==> src/design/rov_pkg.sv <==
// Shared types, codes and helpers for the replica output voter.
package rov_pkg;

	// Item kinds carried on the input side.
	localparam logic [1:0] CMD_HEADER = 2'd0;
	localparam logic [1:0] CMD_BEAT   = 2'd1;
	localparam logic [1:0] CMD_END    = 2'd2;

	// Fault kinds reported in the verdict.
	localparam logic [1:0] KIND_NONE    = 2'd0;
	localparam logic [1:0] KIND_LENGTH  = 2'd1;
	localparam logic [1:0] KIND_CONTENT = 2'd2;
	localparam logic [1:0] KIND_TIMEOUT = 2'd3;

	// Configuration register indexes.
	localparam logic REG_MODE  = 1'b0;
	localparam logic REG_COUNT = 1'b1;

	localparam int NUM_LANES = 3;

	// Control strobes from the round tracker to every lane.
	typedef struct packed {
		logic header;
		logic beat;
		logic clear;
	} lane_ctl_t;

	// Per-lane comparison status against replica 0.
	typedef struct packed {
		logic len_ne;
		logic diff;
	} lane_stat_t;

	// Dual mode record: valid, content mismatch, blamed replica.
	typedef struct packed {
		logic valid;
		logic content;
		logic idx;
	} dual_flag_t;

	// Triple mode record: valid and blamed replica.
	typedef struct packed {
		logic       valid;
		logic [1:0] idx;
	} tri_flag_t;

	typedef struct packed {
		logic       fault;
		logic [1:0] kind;
		logic [1:0] faulty;
		logic [1:0] fwd;
	} verdict_t;

	// Majority blame from the a-b and a-c disagreement flags.
	function automatic logic [1:0] triple_blame(input logic ab, input logic ac);
		logic [1:0] r;
		if (ab) begin
			r = ac ? 2'd0 : 2'd1;
		end else begin
			r = 2'd2;
		end
		return r;
	endfunction

endpackage

==> src/design/rov_lane.sv <==
// One replica lane: output score and comparison against replica 0.
module rov_lane import rov_pkg::*; #(
	parameter int SCORE_W = 4
) (
	input  logic               clk,
	input  logic               arst_n,
	input  lane_ctl_t          ctl,
	input  logic [12:0]        len_ref,
	input  logic [12:0]        len_own,
	input  logic [7:0]         byte_ref,
	input  logic [7:0]         byte_own,
	output logic [SCORE_W-1:0] score,
	output lane_stat_t         stat
);

	logic [SCORE_W-1:0] score_q;
	logic               diff_q;

	// Content difference seen so far in the open channel, including this beat.
	assign stat.len_ne = (len_own != len_ref);
	assign stat.diff   = diff_q | (byte_own != byte_ref);
	assign score       = score_q;

	// Score counts channels with output; the difference flag is per channel.
	always_ff @(posedge clk or negedge arst_n) begin
		if (!arst_n) begin
			score_q <= '0;
			diff_q  <= 1'b0;
		end else if (ctl.clear) begin
			score_q <= '0;
			diff_q  <= 1'b0;
		end else if (ctl.header) begin
			if (len_own != 13'd0) begin
				score_q <= score_q + SCORE_W'(1);
			end
			diff_q <= 1'b0;
		end else if (ctl.beat) begin
			diff_q <= stat.diff;
		end
	end

endmodule

==> src/design/rov_verdict.sv <==
// Merging stage: combines lane scores and round flags into the verdict.
module rov_verdict import rov_pkg::*; #(
	parameter int SCORE_W = 4
) (
	input  logic [1:0]         mode,
	input  logic [3:0]         chan_limit,
	input  logic               timed_out,
	input  logic [SCORE_W-1:0] score [NUM_LANES],
	input  dual_flag_t         dual_flag,
	input  tri_flag_t          tlen_flag,
	input  tri_flag_t          tcont_flag,
	output verdict_t           verdict
);

	logic [1:0] reps;
	logic [3:0] lowest;
	logic [1:0] idx;

	always_comb begin
		reps           = (mode == 2'd0) ? 2'd1 : mode;
		lowest         = chan_limit;
		idx            = 2'd0;
		verdict        = '0;
		// Timeout: fewest channels with output, lower index wins ties.
		for (int r = 0; r < NUM_LANES; r++) begin
			if ((2'(r) < reps) && (4'(score[r]) < lowest)) begin
				idx    = 2'(r);
				lowest = 4'(score[r]);
			end
		end
		if (timed_out) begin
			verdict.fault  = 1'b1;
			verdict.kind   = KIND_TIMEOUT;
			verdict.faulty = idx;
		end else if (reps == 2'd2) begin
			if (dual_flag.valid) begin
				verdict.fault  = 1'b1;
				verdict.kind   = dual_flag.content ? KIND_CONTENT : KIND_LENGTH;
				verdict.faulty = {1'b0, dual_flag.idx};
			end
		end else if (reps == 2'd3) begin
			if (tlen_flag.valid) begin
				verdict.fault  = 1'b1;
				verdict.kind   = KIND_LENGTH;
				verdict.faulty = tlen_flag.idx;
			end else if (tcont_flag.valid) begin
				verdict.fault  = 1'b1;
				verdict.kind   = KIND_CONTENT;
				verdict.faulty = tcont_flag.idx;
			end
		end
		// Forwarded replica is the previous one, cyclically.
		if (verdict.fault) begin
			case (reps)
				2'd2:    verdict.fwd = {1'b0, ~verdict.faulty[0]};
				2'd3:    verdict.fwd = (verdict.faulty == 2'd0) ? 2'd2 : verdict.faulty - 2'd1;
				default: verdict.fwd = 2'd0;
			endcase
		end
	end

endmodule

==> src/design/replica_output_voter_unit.sv <==
// Top level of the replica output voter: round tracker, lanes and verdict register.
//
// Channel   Ports                          Transaction
// s_        s_tvalid s_tready s_tdata s_tuser   header, data beat or round end
// m_        m_tvalid m_tready m_tdata           one verdict per round end
// cfg_      cfg_we cfg_index cfg_wdata          register write
//
// Headers and beats add no stall of their own.
// A verdict appears in the output register the cycle after its round end.
// Input stalls only while a verdict waits and m_tready is low.
// Reset clears all round state and sets mode 3 and one channel.
module replica_output_voter_unit import rov_pkg::*; #(
	parameter int MAX_CHANNELS  = 8,
	parameter int MAX_BUF_BYTES = 4096
) (
	input  logic        clk,
	input  logic        arst_n,
	input  logic        s_tvalid,
	output logic        s_tready,
	// len_a[12:0] len_b[25:13] len_c[38:26] byte_a[46:39] byte_b[54:47]
	// byte_c[62:55] timed_out[63]
	input  logic [63:0] s_tdata,
	// command[1:0]
	input  logic [1:0]  s_tuser,
	output logic        m_tvalid,
	input  logic        m_tready,
	// fault[0] fault_kind[2:1] faulty_replica[4:3] forward_replica[6:5] zero[7]
	output logic [7:0]  m_tdata,
	input  logic        cfg_we,
	input  logic        cfg_index,
	input  logic [3:0]  cfg_wdata
);

	localparam int SCORE_W = $clog2(MAX_CHANNELS + 1);
	localparam int BEAT_W  = $clog2(MAX_BUF_BYTES + 1);

	logic [1:0]         mode_q;
	logic [3:0]         count_q;
	logic [SCORE_W-1:0] headers_q;
	logic [BEAT_W-1:0]  beats_q;
	logic               open_q;
	logic               len_eq_q;
	dual_flag_t         dual_q;
	tri_flag_t          tlen_q;
	tri_flag_t          tcont_q;
	logic               m_valid_q;
	verdict_t           out_q;

	logic [12:0]        len [NUM_LANES];
	logic [7:0]         bytes [NUM_LANES];
	logic               timed_out;
	logic               acc;
	logic [3:0]         chan_limit;
	logic               hdr_take;
	logic               beat_take;
	logic               end_take;
	lane_ctl_t          ctl;
	lane_stat_t         stat [NUM_LANES];
	logic [SCORE_W-1:0] score [NUM_LANES];
	logic [BEAT_W-1:0]  beats_init;
	verdict_t           verdict;

	// Field unpacking.
	assign len[0]    = s_tdata[12:0];
	assign len[1]    = s_tdata[25:13];
	assign len[2]    = s_tdata[38:26];
	assign bytes[0]  = s_tdata[46:39];
	assign bytes[1]  = s_tdata[54:47];
	assign bytes[2]  = s_tdata[62:55];
	assign timed_out = s_tdata[63];

	// Handshake and item decoding.
	assign s_tready   = ~m_valid_q | m_tready;
	assign acc        = s_tvalid & s_tready;
	assign chan_limit = (count_q > 4'(MAX_CHANNELS)) ? 4'(MAX_CHANNELS) : count_q;
	assign hdr_take   = acc && (s_tuser == CMD_HEADER) && (4'(headers_q) < chan_limit);
	assign beat_take  = acc && (s_tuser == CMD_BEAT) && open_q;
	assign end_take   = acc && (s_tuser == CMD_END);
	assign ctl        = '{header: hdr_take, beat: beat_take, clear: end_take};

	// Beats expected for a channel are capped at the buffer size.
	assign beats_init = ({19'd0, len[0]} > 32'(MAX_BUF_BYTES)) ?
		BEAT_W'(MAX_BUF_BYTES) : BEAT_W'(len[0]);

	// Replica lanes.
	for (genvar g = 0; g < NUM_LANES; g++) begin : g_lane
		rov_lane #(.SCORE_W(SCORE_W)) u_lane (
			.clk      (clk),
			.arst_n   (arst_n),
			.ctl      (ctl),
			.len_ref  (len[0]),
			.len_own  (len[g]),
			.byte_ref (bytes[0]),
			.byte_own (bytes[g]),
			.score    (score[g]),
			.stat     (stat[g])
		);
	end

	rov_verdict #(.SCORE_W(SCORE_W)) u_verdict (
		.mode       (mode_q),
		.chan_limit (chan_limit),
		.timed_out  (timed_out),
		.score      (score),
		.dual_flag  (dual_q),
		.tlen_flag  (tlen_q),
		.tcont_flag (tcont_q),
		.verdict    (verdict)
	);

	// Configuration registers.
	always_ff @(posedge clk or negedge arst_n) begin
		if (!arst_n) begin
			mode_q  <= 2'd3;
			count_q <= 4'd1;
		end else if (cfg_we) begin
			case (cfg_index)
				REG_MODE:  mode_q  <= cfg_wdata[1:0];
				REG_COUNT: count_q <= cfg_wdata;
				default:   ;
			endcase
		end
	end

	// Round tracker and fault records.
	always_ff @(posedge clk or negedge arst_n) begin
		if (!arst_n) begin
			headers_q <= '0;
			beats_q   <= '0;
			open_q    <= 1'b0;
			len_eq_q  <= 1'b0;
			dual_q    <= '0;
			tlen_q    <= '0;
			tcont_q   <= '0;
		end else if (end_take) begin
			headers_q <= '0;
			beats_q   <= '0;
			open_q    <= 1'b0;
			len_eq_q  <= 1'b0;
			dual_q    <= '0;
			tlen_q    <= '0;
			tcont_q   <= '0;
		end else if (hdr_take) begin
			headers_q <= headers_q + SCORE_W'(1);
			len_eq_q  <= ~stat[1].len_ne;
			if (stat[1].len_ne) begin
				dual_q <= '{valid: 1'b1, content: 1'b0, idx: ~(len[0] < len[1])};
			end
			if (stat[1].len_ne || stat[2].len_ne) begin
				tlen_q <= '{valid: 1'b1, idx: triple_blame(stat[1].len_ne, stat[2].len_ne)};
			end
			beats_q <= beats_init;
			open_q  <= (beats_init != '0);
		end else if (beat_take) begin
			if (stat[1].diff || stat[2].diff) begin
				tcont_q <= '{valid: 1'b1, idx: triple_blame(stat[1].diff, stat[2].diff)};
			end
			if (stat[1].diff && len_eq_q) begin
				dual_q <= '{valid: 1'b1, content: 1'b1, idx: 1'b0};
			end
			beats_q <= beats_q - BEAT_W'(1);
			if (beats_q == BEAT_W'(1)) begin
				open_q <= 1'b0;
			end
		end
	end

	// Verdict output register.
	always_ff @(posedge clk or negedge arst_n) begin
		if (!arst_n) begin
			m_valid_q <= 1'b0;
		end else if (end_take) begin
			m_valid_q <= 1'b1;
		end else if (m_tready) begin
			m_valid_q <= 1'b0;
		end
	end

	always_ff @(posedge clk) begin
		if (end_take) begin
			out_q <= verdict;
		end
	end

	assign m_tvalid = m_valid_q;
	assign m_tdata  = {1'b0, out_q.fwd, out_q.faulty, out_q.kind, out_q.fault};

endmodule

==> config.mk <==
export PLATFORM = sky130hd
export DESIGN_NAME = replica_output_voter_unit
export DESIGN_NICKNAME = d
export VERILOG_FILES = /design/src/design/rov_pkg.sv /design/src/design/rov_lane.sv /design/src/design/rov_verdict.sv /design/src/design/replica_output_voter_unit.sv
export SDC_FILE = /design/constraint.sdc
export NUM_CORES = 1
export LEC_CHECK = 0
export ABC_AREA = 1
export BUFFER_PORTS_ARGS = -buffer_cell sky130_fd_sc_hd__clkbuf_2
export CELL_PAD_IN_SITES_DETAIL_PLACEMENT = 0
export CELL_PAD_IN_SITES_GLOBAL_PLACEMENT = 2
export CORE_MARGIN = 1
export CORE_UTILIZATION = 34
export CTS_BUF_LIST = sky130_fd_sc_hd__clkbuf_16
export DETAILED_ROUTE_END_ITERATION = 10
export PLACE_DENSITY = 0.95
export REMOVE_ABC_BUFFERS = 1
export SLEW_MARGIN = 20
export SYNTH_ARGS = -nofsm -noshare
export SYNTH_HDL_FRONTEND = slang
export SYNTH_HIERARCHICAL = 1
export SYNTH_SLANG_ARGS = --single-unit
==> constraint.sdc <==
create_clock -name clk -period 11.6 [get_ports clk]
set_input_delay 2.32 -clock clk [delete_from_list [all_inputs] [get_ports clk]]
set_output_delay 2.32 -clock clk [all_outputs]
set_load 0.02 [all_outputs]
==> flow_metrics.env <==
export IMPL_die_h_um=122
export IMPL_avgSynthCellArea_um2=6.70
export IMPL_final_nets=925
export IMPL_postCtsSetupBuffers=0
export IMPL_cp_common_cell="clkbuf_2"
export IMPL_worstHoldStart="dual_q[2]$_DFFE_PN0P_"
export IMPL_whs_path_depth=2
export IMPL_relSlewSlack_pct=56.2
export IMPL_firstDrtPassIters=4
export IMPL_core_area_um2=14000
export IMPL_via_per_inst=4.52
export IMPL_cts_hold_buf=0
export IMPL_layout_drive_gt1_share_pct=18.9
export IMPL_ctsResizeCount=0
export IMPL_worst_pin_slew_ns=0.657
export IMPL_final_min_clock_period_ns=5.02
export IMPL_rsz0062_at_grt="false"
export IMPL_final_common_cell="nand2_1"
export IMPL_portBuffers=84
export IMPL_synth_cell_area_um2=4910
export IMPL_path_cells="clkbuf_2 -> inv_1 -> nand2_2 -> clkbuf_2"
export IMPL_mostFrequentLayoutCells="nand2_1 (240), inv_1 (115), clkbuf_2 (84), nor2_1 (73), nand3_1 (49)"
export IMPL_placementRows=43
export IMPL_h_tree_depth=2
export IMPL_dp_final_hpwl_mm=8.95
export IMPL_initial_core_util_pct=35.1
export IMPL_required_ns=9.28
export IMPL_drv_slew=0
export IMPL_drv_cap=0
export IMPL_cp_max_fo=4
export IMPL_holdWs_ns=0.472
export IMPL_drcViolationCount=0
export IMPL_outcome="completed"
export IMPL_io_pins=86
export IMPL_setup_viol=0
export IMPL_endpoint_kind="primary output"
export IMPL_dieWidth_um=122
export IMPL_final_area_um2=5660
export IMPL_place_ws_ns=6.58
export IMPL_period_share_pct=43.3
export IMPL_worstHoldPathType="register to register"
export IMPL_grt_max_degree=50
export IMPL_clock_sinks=56
export IMPL_cts_root_buf="clkbuf_16"
export IMPL_start_kind="input pin"
export IMPL_ant_nets=0
export IMPL_clock_path_buffers=2
export IMPL_synth_warnings=6
export IMPL_gp_congestion=0.770
export IMPL_dieArea_um2=14900
export IMPL_routed_wl_mm=11.2
export IMPL_drtIter0Drc=235
export IMPL_p_leak_uw=0.00315
export IMPL_cp_slowest_cell="clkbuf_2"
export IMPL_vias=4511
export IMPL_tns_ns=0
export IMPL_fmax_mhz=199
export IMPL_cts_buffers=5
export IMPL_clk_latency_ns=0.30
export IMPL_place_area_um2=5500
export IMPL_r2r_worst_path_cells=21
export IMPL_fin_skew_ns=0.00951
export IMPL_p_per_area_nw_per_um2=153
export IMPL_stdcell_count=999
export IMPL_track_usage_pct=16.2
export IMPL_cts_tree="yes"
export IMPL_cpPeakStageDelay_ns=0.18
export IMPL_grt_overflow=0
export IMPL_irDropWorstVdd_uv=65.6
export IMPL_grt_pass1_wl_mm=19.2
export IMPL_antenna_found_initial=0
export IMPL_num_antenna_cells=0
export IMPL_syn_instance_count=732
export IMPL_grt_pass1_vias=4166
export IMPL_crit_start="m_tready"
export IMPL_critPathKind="input pin to primary output"
export IMPL_clk_pin_slew_ns=0.07
export IMPL_wire_per_inst_um=11.3
export IMPL_hold_viol_final=0
export IMPL_r2r_slack_ns=7.39
export IMPL_placed_cells=991
export IMPL_arrival_ns=2.70
export IMPL_fin_ws_ns=6.58
export IMPL_r2r_start="count_q[0]$_DFFE_PN1P_"
export IMPL_syn2layout_area_growth_pct=15.4
-- worst paths after layout --
kind                                           to
min reg2reg                 dual_q[2]$_DFFE_PN0P_
min                         dual_q[2]$_DFFE_PN0P_
min in group asynchronous  count_q[3]$_DFFE_PN0P_
max reg2reg                  m_tdata[6]$_DFFE_PP_
max in group asynchronous  beats_q[2]$_DFFE_PN0P_
max                                      s_tready
-- worst max-delay path: cells and delay by family --
kind,cells,cell delay (ns)
buffers and inverters,3,0.29
and+or+nand+nor,1,0.09
-- power by group --
part	switching, uW	leakage [uW]	total (uW)	internal, uW
clock network	71.6	0.0000856	174	102
registers	49.3	0.000700	297	248
logic	240	0.00236	397	157
total	361	0.00315	868	507
-- flip-flops by register name, indices dropped and copies added (netlist names) --
signal	count
beats_q	13
count_q	4
dual_q	3
g_lane.u_lane/diff_q	2
g_lane.u_lane/score	12
headers_q	4
len_eq_q	1
m_tdata	7
m_tvalid	1
mode_q	2
open_q	1
tcont_q	3
tlen_q	3
-- metrics by stage --
step	power [uW]	util (%)
2_1_floorplan	604	-
3_3_place_gp	698	39.3
3_5_place_dp	698	39.3
4_1_cts	879	40.5
5_1_grt	959	40.5
6_report	868	40.5
-- layer usage --
metal / track usage [%] / share of wire (%)
met3: 2.11 / 4.6
met1: 21.7 / 50
met5: 0 / 0
met2: 27.1 / 44
met4: 4.65 / 1.5
-- final cells by class --
| type | count | area, um^2 |
|---|---|---|
| inverters | 125 | 478 |
| multi-input cells | 545 | 2920 |
| flip-flops and latches | 56 | 1440 |
| well taps | 180 | 225 |
| clock inverters | 3 | 42.5 |
| repair buffers | 85 | 428 |
| fillers | 1544 | 8330 |
| clock buffers | 5 | 125 |
(Power assumes the default switching activity.)
